===== config.mk =====
export PLATFORM = sky130hd
export DESIGN_NAME = lms_arith
export DESIGN_NICKNAME = d
export VERILOG_FILES = /design/src/rtl/lms_pkg.sv /design/src/rtl/lms_arith.sv
export SDC_FILE = /design/constraint.sdc
export NUM_CORES = 2
export LEC_CHECK = 0
export ABC_CLOCK_PERIOD_IN_PS = 6800
export BUFFER_PORTS_ARGS = -buffer_cell sky130_fd_sc_hd__buf_2
export CORE_MARGIN = 2
export CORE_UTILIZATION = 30
export CTS_BUF_LIST = sky130_fd_sc_hd__clkbuf_8
export DETAILED_ROUTE_END_ITERATION = 7
export SKIP_LAST_GASP = 1
export SYNTH_ARGS = -nofsm -noshare
export SYNTH_HDL_FRONTEND = slang
export SYNTH_SLANG_ARGS = --single-unit
export TNS_END_PERCENT = 100

===== constraint.sdc =====
create_clock -name clk -period 6.8 [get_ports clk]
set_clock_uncertainty 0.15 [all_clocks]
set_input_delay 2.04 -clock clk [delete_from_list [all_inputs] [get_ports clk]]
set_output_delay 2.04 -clock clk [all_outputs]
set_load 0.02 [all_outputs]

===== src/rtl/lms_pkg.sv =====
package lms_pkg;

	localparam int FRAC_BITS = 32;
	localparam int WORD_W = 64;
	localparam int DIV_ITER = WORD_W + FRAC_BITS;
	localparam int SQ_ITER = (WORD_W + FRAC_BITS + 1) / 2;
	localparam int SQ_SH = FRAC_BITS + 2 * WORD_W - 2 * SQ_ITER;
	localparam int CNT_W = $clog2(DIV_ITER + 1);

	localparam logic signed [WORD_W-1:0] SMAX = {1'b0, {(WORD_W-1){1'b1}}};
	localparam logic signed [WORD_W-1:0] SMIN = {1'b1, {(WORD_W-1){1'b0}}};

	typedef enum logic [2:0] {
		PH_IDLE,
		PH_START,
		PH_FIRST,
		PH_DESCEND,
		PH_NARROW
	} phase_t;

	typedef enum logic [1:0] {
		OP_MUL,
		OP_DIV,
		OP_SQRT
	} arith_op_t;

	typedef struct packed {
		logic go;
		arith_op_t op;
	} arith_req_t;

	typedef enum logic [5:0] {
		S_IDLE,
		S_F1, S_F2, S_F3,
		S_D1, S_D2, S_D3,
		S_NP0, S_NP1, S_NP2,
		S_I0, S_I1, S_I1W, S_I2, S_I3, S_I3W, S_I4, S_I4W, S_I5, S_I5W,
		S_I6, S_I7, S_I8, S_I9, S_I9W, S_I10,
		S_SP0, S_SP1, S_SP2, S_SP2W, S_SP3, S_SP3W, S_SP4,
		S_CL0, S_CL1, S_CL2, S_CL3, S_CL4,
		S_EMIT
	} seq_state_t;

	function automatic logic signed [WORD_W-1:0] sadd(input logic signed [WORD_W-1:0] a,
			input logic signed [WORD_W-1:0] b);
		logic signed [WORD_W:0] s;
		s = {a[WORD_W-1], a} + {b[WORD_W-1], b};
		if (s[WORD_W] != s[WORD_W-1]) begin
			return s[WORD_W] ? SMIN : SMAX;
		end
		return s[WORD_W-1:0];
	endfunction

	function automatic logic signed [WORD_W-1:0] ssub(input logic signed [WORD_W-1:0] a,
			input logic signed [WORD_W-1:0] b);
		logic signed [WORD_W:0] s;
		s = {a[WORD_W-1], a} - {b[WORD_W-1], b};
		if (s[WORD_W] != s[WORD_W-1]) begin
			return s[WORD_W] ? SMIN : SMAX;
		end
		return s[WORD_W-1:0];
	endfunction

endpackage


===== src/rtl/lms_arith.sv =====
module lms_arith (
	input  logic clk,
	input  logic arst_n,
	input  lms_pkg::arith_req_t req,
	input  logic signed [lms_pkg::WORD_W-1:0] a,
	input  logic signed [lms_pkg::WORD_W-1:0] b,
	output logic done,
	output logic signed [lms_pkg::WORD_W-1:0] result
);

	localparam int W = lms_pkg::WORD_W;
	localparam int F = lms_pkg::FRAC_BITS;

	logic busy_q;
	logic done_q;
	lms_pkg::arith_op_t op_q;
	logic [lms_pkg::CNT_W-1:0] cnt_q;
	logic [2*W-1:0] x_q;
	logic [W-1:0] y_q;
	logic [W-1:0] z_q;
	logic [W-1:0] q_q;
	logic flag_q;
	logic neg_q;
	logic signed [W-1:0] result_q;

	logic [W-1:0] mag_a;
	logic [W-1:0] mag_b;
	logic [W:0] mul_sum;
	logic [W:0] div_r2;
	logic div_ge;
	logic [W+1:0] sq_r2;
	logic [W+1:0] sq_trial;
	logic sq_ge;
	logic [W-1:0] fin_mag;
	logic [W-1:0] mul_mag;

	assign mag_a = a[W-1] ? (~a + 1'b1) : a;
	assign mag_b = b[W-1] ? (~b + 1'b1) : b;

	assign mul_sum = x_q[0] ? ({1'b0, x_q[2*W-1:W]} + {1'b0, y_q}) : {1'b0, x_q[2*W-1:W]};
	assign div_r2 = {z_q, x_q[2*W-1]};
	assign div_ge = div_r2 >= {1'b0, y_q};
	assign sq_r2 = {z_q, x_q[2*W-1:2*W-2]};
	assign sq_trial = {q_q, 2'b01};
	assign sq_ge = sq_r2 >= sq_trial;
	assign mul_mag = x_q[F+W-1:F];

	always_comb begin
		case (op_q)
			lms_pkg::OP_MUL: begin
				fin_mag = (|x_q[2*W-1:F+W-1]) ? lms_pkg::SMAX : mul_mag;
			end
			lms_pkg::OP_DIV: begin
				fin_mag = (flag_q || q_q[W-1]) ? lms_pkg::SMAX : q_q;
			end
			lms_pkg::OP_SQRT: begin
				fin_mag = flag_q ? '0 : q_q;
			end
			default: begin
				fin_mag = '0;
			end
		endcase
	end

	always_ff @(posedge clk or negedge arst_n) begin
		if (!arst_n) begin
			busy_q <= 1'b0;
			done_q <= 1'b0;
			op_q <= lms_pkg::OP_MUL;
			cnt_q <= '0;
		end else begin
			done_q <= 1'b0;
			if (req.go) begin
				busy_q <= 1'b1;
				op_q <= req.op;
				case (req.op)
					lms_pkg::OP_MUL: cnt_q <= lms_pkg::CNT_W'(W);
					lms_pkg::OP_DIV: cnt_q <= lms_pkg::CNT_W'(lms_pkg::DIV_ITER);
					default: cnt_q <= lms_pkg::CNT_W'(lms_pkg::SQ_ITER);
				endcase
			end else if (busy_q) begin
				if (cnt_q == '0) begin
					busy_q <= 1'b0;
					done_q <= 1'b1;
				end else begin
					cnt_q <= cnt_q - 1'b1;
				end
			end
		end
	end

	always_ff @(posedge clk) begin
		if (req.go) begin
			z_q <= '0;
			q_q <= '0;
			y_q <= mag_b;
			case (req.op)
				lms_pkg::OP_MUL: begin
					x_q <= {{W{1'b0}}, mag_a};
					neg_q <= a[W-1] ^ b[W-1];
					flag_q <= 1'b0;
				end
				lms_pkg::OP_DIV: begin
					x_q <= {mag_a, {W{1'b0}}};
					neg_q <= a[W-1] ^ b[W-1];
					flag_q <= 1'b0;
				end
				default: begin
					x_q <= {{W{1'b0}}, a} << lms_pkg::SQ_SH;
					neg_q <= 1'b0;
					flag_q <= a[W-1] || (a == '0);
				end
			endcase
		end else if (busy_q) begin
			if (cnt_q == '0) begin
				result_q <= neg_q ? (~fin_mag + 1'b1) : fin_mag;
			end else begin
				case (op_q)
					lms_pkg::OP_MUL: begin
						x_q <= {mul_sum, x_q[W-1:1]};
					end
					lms_pkg::OP_DIV: begin
						x_q <= x_q << 1;
						z_q <= div_ge ? W'(div_r2 - {1'b0, y_q}) : div_r2[W-1:0];
						q_q <= {q_q[W-2:0], div_ge};
						flag_q <= flag_q | q_q[W-1];
					end
					default: begin
						x_q <= x_q << 2;
						z_q <= sq_ge ? W'(sq_r2 - sq_trial) : sq_r2[W-1:0];
						q_q <= {q_q[W-2:0], sq_ge};
					end
				endcase
			end
		end
	end

	assign done = done_q;
	assign result = result_q;

endmodule


### Word-level counts from Yosys, hierarchy flattened

Cells that the tools add are included.

| cells by class | value |
|---|---|
| add/sub/neg operators | 7 |
| $lt $le $gt $ge | 2 |
| eq/ne operators | 4 |
| multiplexer cells | 32 |
| bitwise gates (word level) | 8 |
| reductions and logical operators | 14 |

Operators with widths:

| operator | count |
|---|---|
| 128-bit case mux with 2 select lines | 2 |
| 64-bit 2-to-1 mux | 7 |
| 128-bit 2-to-1 mux | 3 |
| 64-bit case mux with 2 select lines | 2 |
| 64-bit by 1-bit adder with 64-bit output (second input constant) | 3 |
| 64-bit NOT | 3 |
| 64-bit case mux with 3 select lines | 1 |
| 64-bit subtractor | 2 |
| 66-bit greater-or-equal comparator | 1 |
| 64-bit by 64-bit adder with 65-bit output | 1 |
| 65-bit by 64-bit greater-or-equal comparator with 1-bit output | 1 |
| 65-bit 2-to-1 mux | 1 |
| 64-bit zero test | 1 |
| 63-bit 2-to-1 mux | 1 |
| 33-bit OR reduction | 1 |
| 7-bit 2-to-1 mux | 3 |
| 7-bit case mux with 2 select lines | 1 |
| 1-bit 2-to-1 mux | 11 |
| 3-bit AND reduction | 3 |
| 7-bit zero test | 1 |
| 7-bit by 1-bit subtractor with 7-bit output (second input constant) | 1 |
| 2-bit by 1-bit == test with 1-bit output (second input constant) | 2 |
| 2-bit zero test | 2 |
| 2-bit nonzero test | 2 |
| other kinds (8) | 11 |

| word-level totals | value |
|---|---|
| flip-flop bits (word level) | 397 |
| bits of input ports | 133 |
| logic and storage cells | 79 |

### Longest topological paths before layout

| logic depth | value |
|---|---|
| depth in word-level cells | 6 |
| gate-level depth with buffers | 17 |
| depth with buffers taken out | 14 |

### Least setup slack after synthesis

Ideal clock, no wire load.

| timing | value |
|---|---|
| path type | input-to-reg |
| start | input req[2] (netlist name) |
| end | register result_q[0], in the netlist result[0] (enable) |
| arrival time | 7.342 ns |
| data required time | 6.072 ns |
| setup slack | -1.270 ns |
| cell stages on the path | 4 |
| buffers on the path | 3 |
| cell sequence | clkbuf_1 clkbuf_1 clkbuf_1 nor3b_1 |

| on the way | value |
|---|---|
| longest elaborated chain between the ends | 2 |

RTL lines:

| item | RTL line | source |
|---|---|---|
| from (decl) | lms_arith.sv:4 | `input lms_pkg::arith_req_t req,` |
| 1-bit NOT (no source line) | n/a |  |
| 3-bit AND reduction (no source line) | n/a |  |
| to (signal assigned) | lms_arith.sv:116 | `result_q <= neg_q ? (~fin_mag + 1'b1) : fin_mag;` |
| to (decl) | lms_arith.sv:24 | `logic signed [W-1:0] result_q;` |

No other way between the ends.
A chain may end at the register's enable or synchronous reset.

### Worst setup path in the final report

| timing | value |
|---|---|
| start | register y_q[11] |
| end | register z_q[51] |

| on the way | value |
|---|---|
| longest elaborated chain between the ends | 3 |
| elaborated cells between the ends (all ways) | 4 |

RTL lines:

| item | RTL line | source |
|---|---|---|
| from (decl) | lms_arith.sv:19 | `logic [W-1:0] y_q;` |
| from (signal assigned) | lms_arith.sv:96 | `y_q <= mag_b;` |
| 64-bit subtractor or 65-bit by 64-bit greater-or-equal comparator with 1-bit output (tied branches) | lms_arith.sv:124, lms_arith.sv:42 |  |
| 64-bit 2-to-1 mux * | lms_arith.sv:124 | `z_q <= div_ge ? W'(div_r2 - {1'b0, y_q}) : div_r2[W-1:0];` |
| 64-bit case mux with 2 select lines * | lms_arith.sv:118 | `case (op_q)` |
| to (signal assigned) | lms_arith.sv:124 |  |
| to (signal assigned) | lms_arith.sv:130 | `z_q <= sq_ge ? W'(sq_r2 - sq_trial) : sq_r2[W-1:0];` |
| to (decl) | lms_arith.sv:20 | `logic [W-1:0] z_q;` |

Mark *: on every way between the ends. The rest lies on a longest branch, timed or not.

==> results.cfg <==
[synthesis]
synth_top_area_frac = 0.208
synth_nets = 5219
ys_warn_count = 0
ys.flop_type = edfxtp_1
synth_cells = 4885
synthTopCellsByArea = edfxtp_1 (21%), a21oi_1 (7.9%), dfxtp_1 (6.9%), ha_1 (6.7%), nand2_1 (6.4%)
yosysSeqAreaShare = 0.284
synth_edf_count = 258
synth.avg_cell_area_um2 = 7.63
ys_seq_elements = 397
netlist_area_mm2 = 0.0373
synth.distinct_cells = 95
synthArstFlopShare = 0.0277
yosys.area.top_type = edfxtp_1

[finish]
final_cell_count_no_fill = 6590
final_common_cell = nand2_1
finalInstanceArea_mm2 = 0.0413
layout_common_cells = nand2_1 (636), a21oi_1 (592), nor2_1 (354)
syn_to_final_growth_pct = 10.8
drive_above_1_share = 0.0881
final_nets = 5218
post-route-util = 0.335

[setup_path]
crit_top_cell = or3_1
crit_slowest_cell = o21ai_0
max_stage_delay_ns = 0.87
setup.worst_path.start_class = register
cp.required_ns = 7.25
reg2reg_slack_ns = 1.05
crit_type = reg -> reg
crit_chain = inv_1, ha_1, nand4_1, or3_1, a32o_1, or3_1, o311a_1, o21ai_0, a21boi_0, xnor2_1, a221oi_1, nor3_1
crit_arrival_ns = 6.19
crit_buf_inv = 1
crit_path_end_kind = register
crit_fanout = 8
crit_family = compound AO/OA/AOI/OAI gates

[pwr]
leakagePower_nw = 16.0
clockPowerShare = 0.180
p_int_mw = 7.84
p_comb_frac = 0.571
switchingPower_mw = 7.54
p_per_area_mw_per_mm2 = 372
seqPwrFrac = 0.249
p_total_mw = 15.4
sw_frac_of_total = 0.490
ir_drop_v = 0.000243

[floorplan]
die-area_mm2 = 0.127
dieHeight_um = 357
initial_utilization = 0.302
rows = 129
core_mm2 = 0.123
io_pins = 198
fp.dieW_um = 357

[drt]
postRouteAntennaNets = 0
vias = 38700
drc_errors = 0
vias_per_cell = 5.88
drtIter0Drc = 4926
first_pass_iters = 6
drt-total-wl_um = 157000
wire_per_inst_um = 23.9

[grt]
gr-usage-met3 = 0.0380
top_usage_layer = met1
gr-usage-met1 = 0.345
gr-total-overflow = 0
grt_use_total = 0.238
gr-usage-met2 = 0.343
first_global_vias = 34100
antenna_found_initial = 12
grt_pass1_wl_um = 230000
grt_max_degree = 182

[placement]
place_area_mm2 = 0.0396
place_ws_ns = 0.447
io_buffers = 197
place_congestion = 0.993
placed_cells = 6441
post-dp-hpwl_um = 123000

[cts]
clkTransAtPathRegs_ns = 0.06
cts.sinks = 397
clkLatencyLatePin_ns = 0.75
cts-hold-fix-buffers = 0
cts-root-buf = clkbuf_8
postCtsSetupRepairBufs = 0
clockBufferDepth = 3
htreeDepth = 3
cts_tree = built
cts_buffers = 78
cts_resized = 0

[sta]
fmax_ghz = 0.174
period_share = 0.845
finalSetupViolations = 0
holdWs_ns = 0.313
fin_tns_setup_ns = 0
maxSlewViolCount = 0
rsz0062_at_grt = no
worst_slack_ns = 1.05
hold_viol = 0
tightestPinTransition_ns = 1.15
fin_crit_ns = 5.75
slew_headroom = 0.224

[hold_path]
hold_path.class = reg -> reg

[flow_run]
cap_violations = 0

[run_status]
outcome = finished clean
==> metal layers <==
| metal | vias to the layer above | part of all wire | wire length, um |
|---|---|---|---|
| met5 | - | 0.00034 | 53 |
| met4 | 8 | 0.048 | 7560 |
| met3 | 288 | 0.088 | 13800 |
| met2 | 1838 | 0.41 | 64900 |
| met1 | 18500 | 0.45 | 70900 |
| li1 | 18100 | - | - |
==> worst min-delay path, stage by stage, from the launching register on <==
cell and delay, ns:
dfxtp_1 0.32, nand2_1 0.05, a21oi_1 0.05
==> flip-flops by register name (all words and copies together) (netlist names) <==
name	flops
result	64
neg_q	1
op_q	2
y_q	64
flag_q	1
x_q	128
q_q	64
done	1
z_q	64
cnt_q	7
busy_q	1
==> kinds of logic (layout without fill, tap and decap cells) <==
group                    Yosys count  in the layout  synth area share
AO/OA/AOI/OAI                   1758           1758             0.298
AND/OR/NAND/NOR                 1558           1558             0.192
buffers and inverters            556            620            0.0569
flip-flops                       397            397             0.284
XOR/XNOR                         311            311            0.0731
adder cells (fa/ha/maj)          201            201            0.0679
multiplexers                     104            104            0.0281
other                              0              4                 0
==> power groups by stage <==
stage	logic (mW)	clock network [mW]	registers [mW]
after global placement	8.51	0	3.83
after CTS	8.57	2.82	3.79
after detailed placement	8.50	0	3.83
after global routing	9.57	2.91	3.84
after floorplan	6.31	0	3.41
final	8.78	2.77	3.83
==> path summary, 6_finish.rpt <==
kind	startpoint	to	depth (start not counted)
setup reg to reg	y_q[11]	z_q[51]	12
max in group asynchronous	arst_n	op_q[1]	1
min in group asynchronous	arst_n	done	1
hold / removal	q_q[31]	q_q[32]	2
hold reg to reg	q_q[31]	q_q[32]	2
setup / recovery	y_q[11]	z_q[51]	12
==> Yosys cell counts (all sizes together), types with 10 or more instances <==
cell type / number
nand2: 638
a21oi: 592
nor2: 356
o21ai: 345
clkbuf: 294
edfxtp: 258
inv: 218
ha: 199
xnor2: 174
xor2: 137
dfxtp: 128
a21o: 125
nor3: 112
mux2i: 99
o31ai: 81
nand3: 79
o22ai: 73
a211oi: 70
nand4: 70
or3: 61
o211ai: 56
a31oi: 52
and3: 51
o21bai: 44
buf: 43
a22oi: 35
o21a: 33
nor4: 30
nand2b: 29
or4: 27
and2: 25
o41ai: 25
nor2b: 24
a221oi: 23
a21boi: 22
o221ai: 22
or2: 21
a32o: 17
a221o: 16
a2bb2oi: 13
o311ai: 12
dfrtp: 11
a31o: 10
nor3b: 10
==> layout make-up <==
type / instances / area (um^2)
Fill cell: 13200 / 82200
Multi-Input combinational cell: 3932 / 24600
Sequential cell: 397 / 10600
Tap cell: 1637 / 2050
Timing Repair Buffer: 256 / 1470
Clock buffer: 87 / 1200
Inverter: 219 / 822
Clock inverter: 58 / 528
Antenna cell: 4 / 10.0
Power figures use the tool's default switching activity.
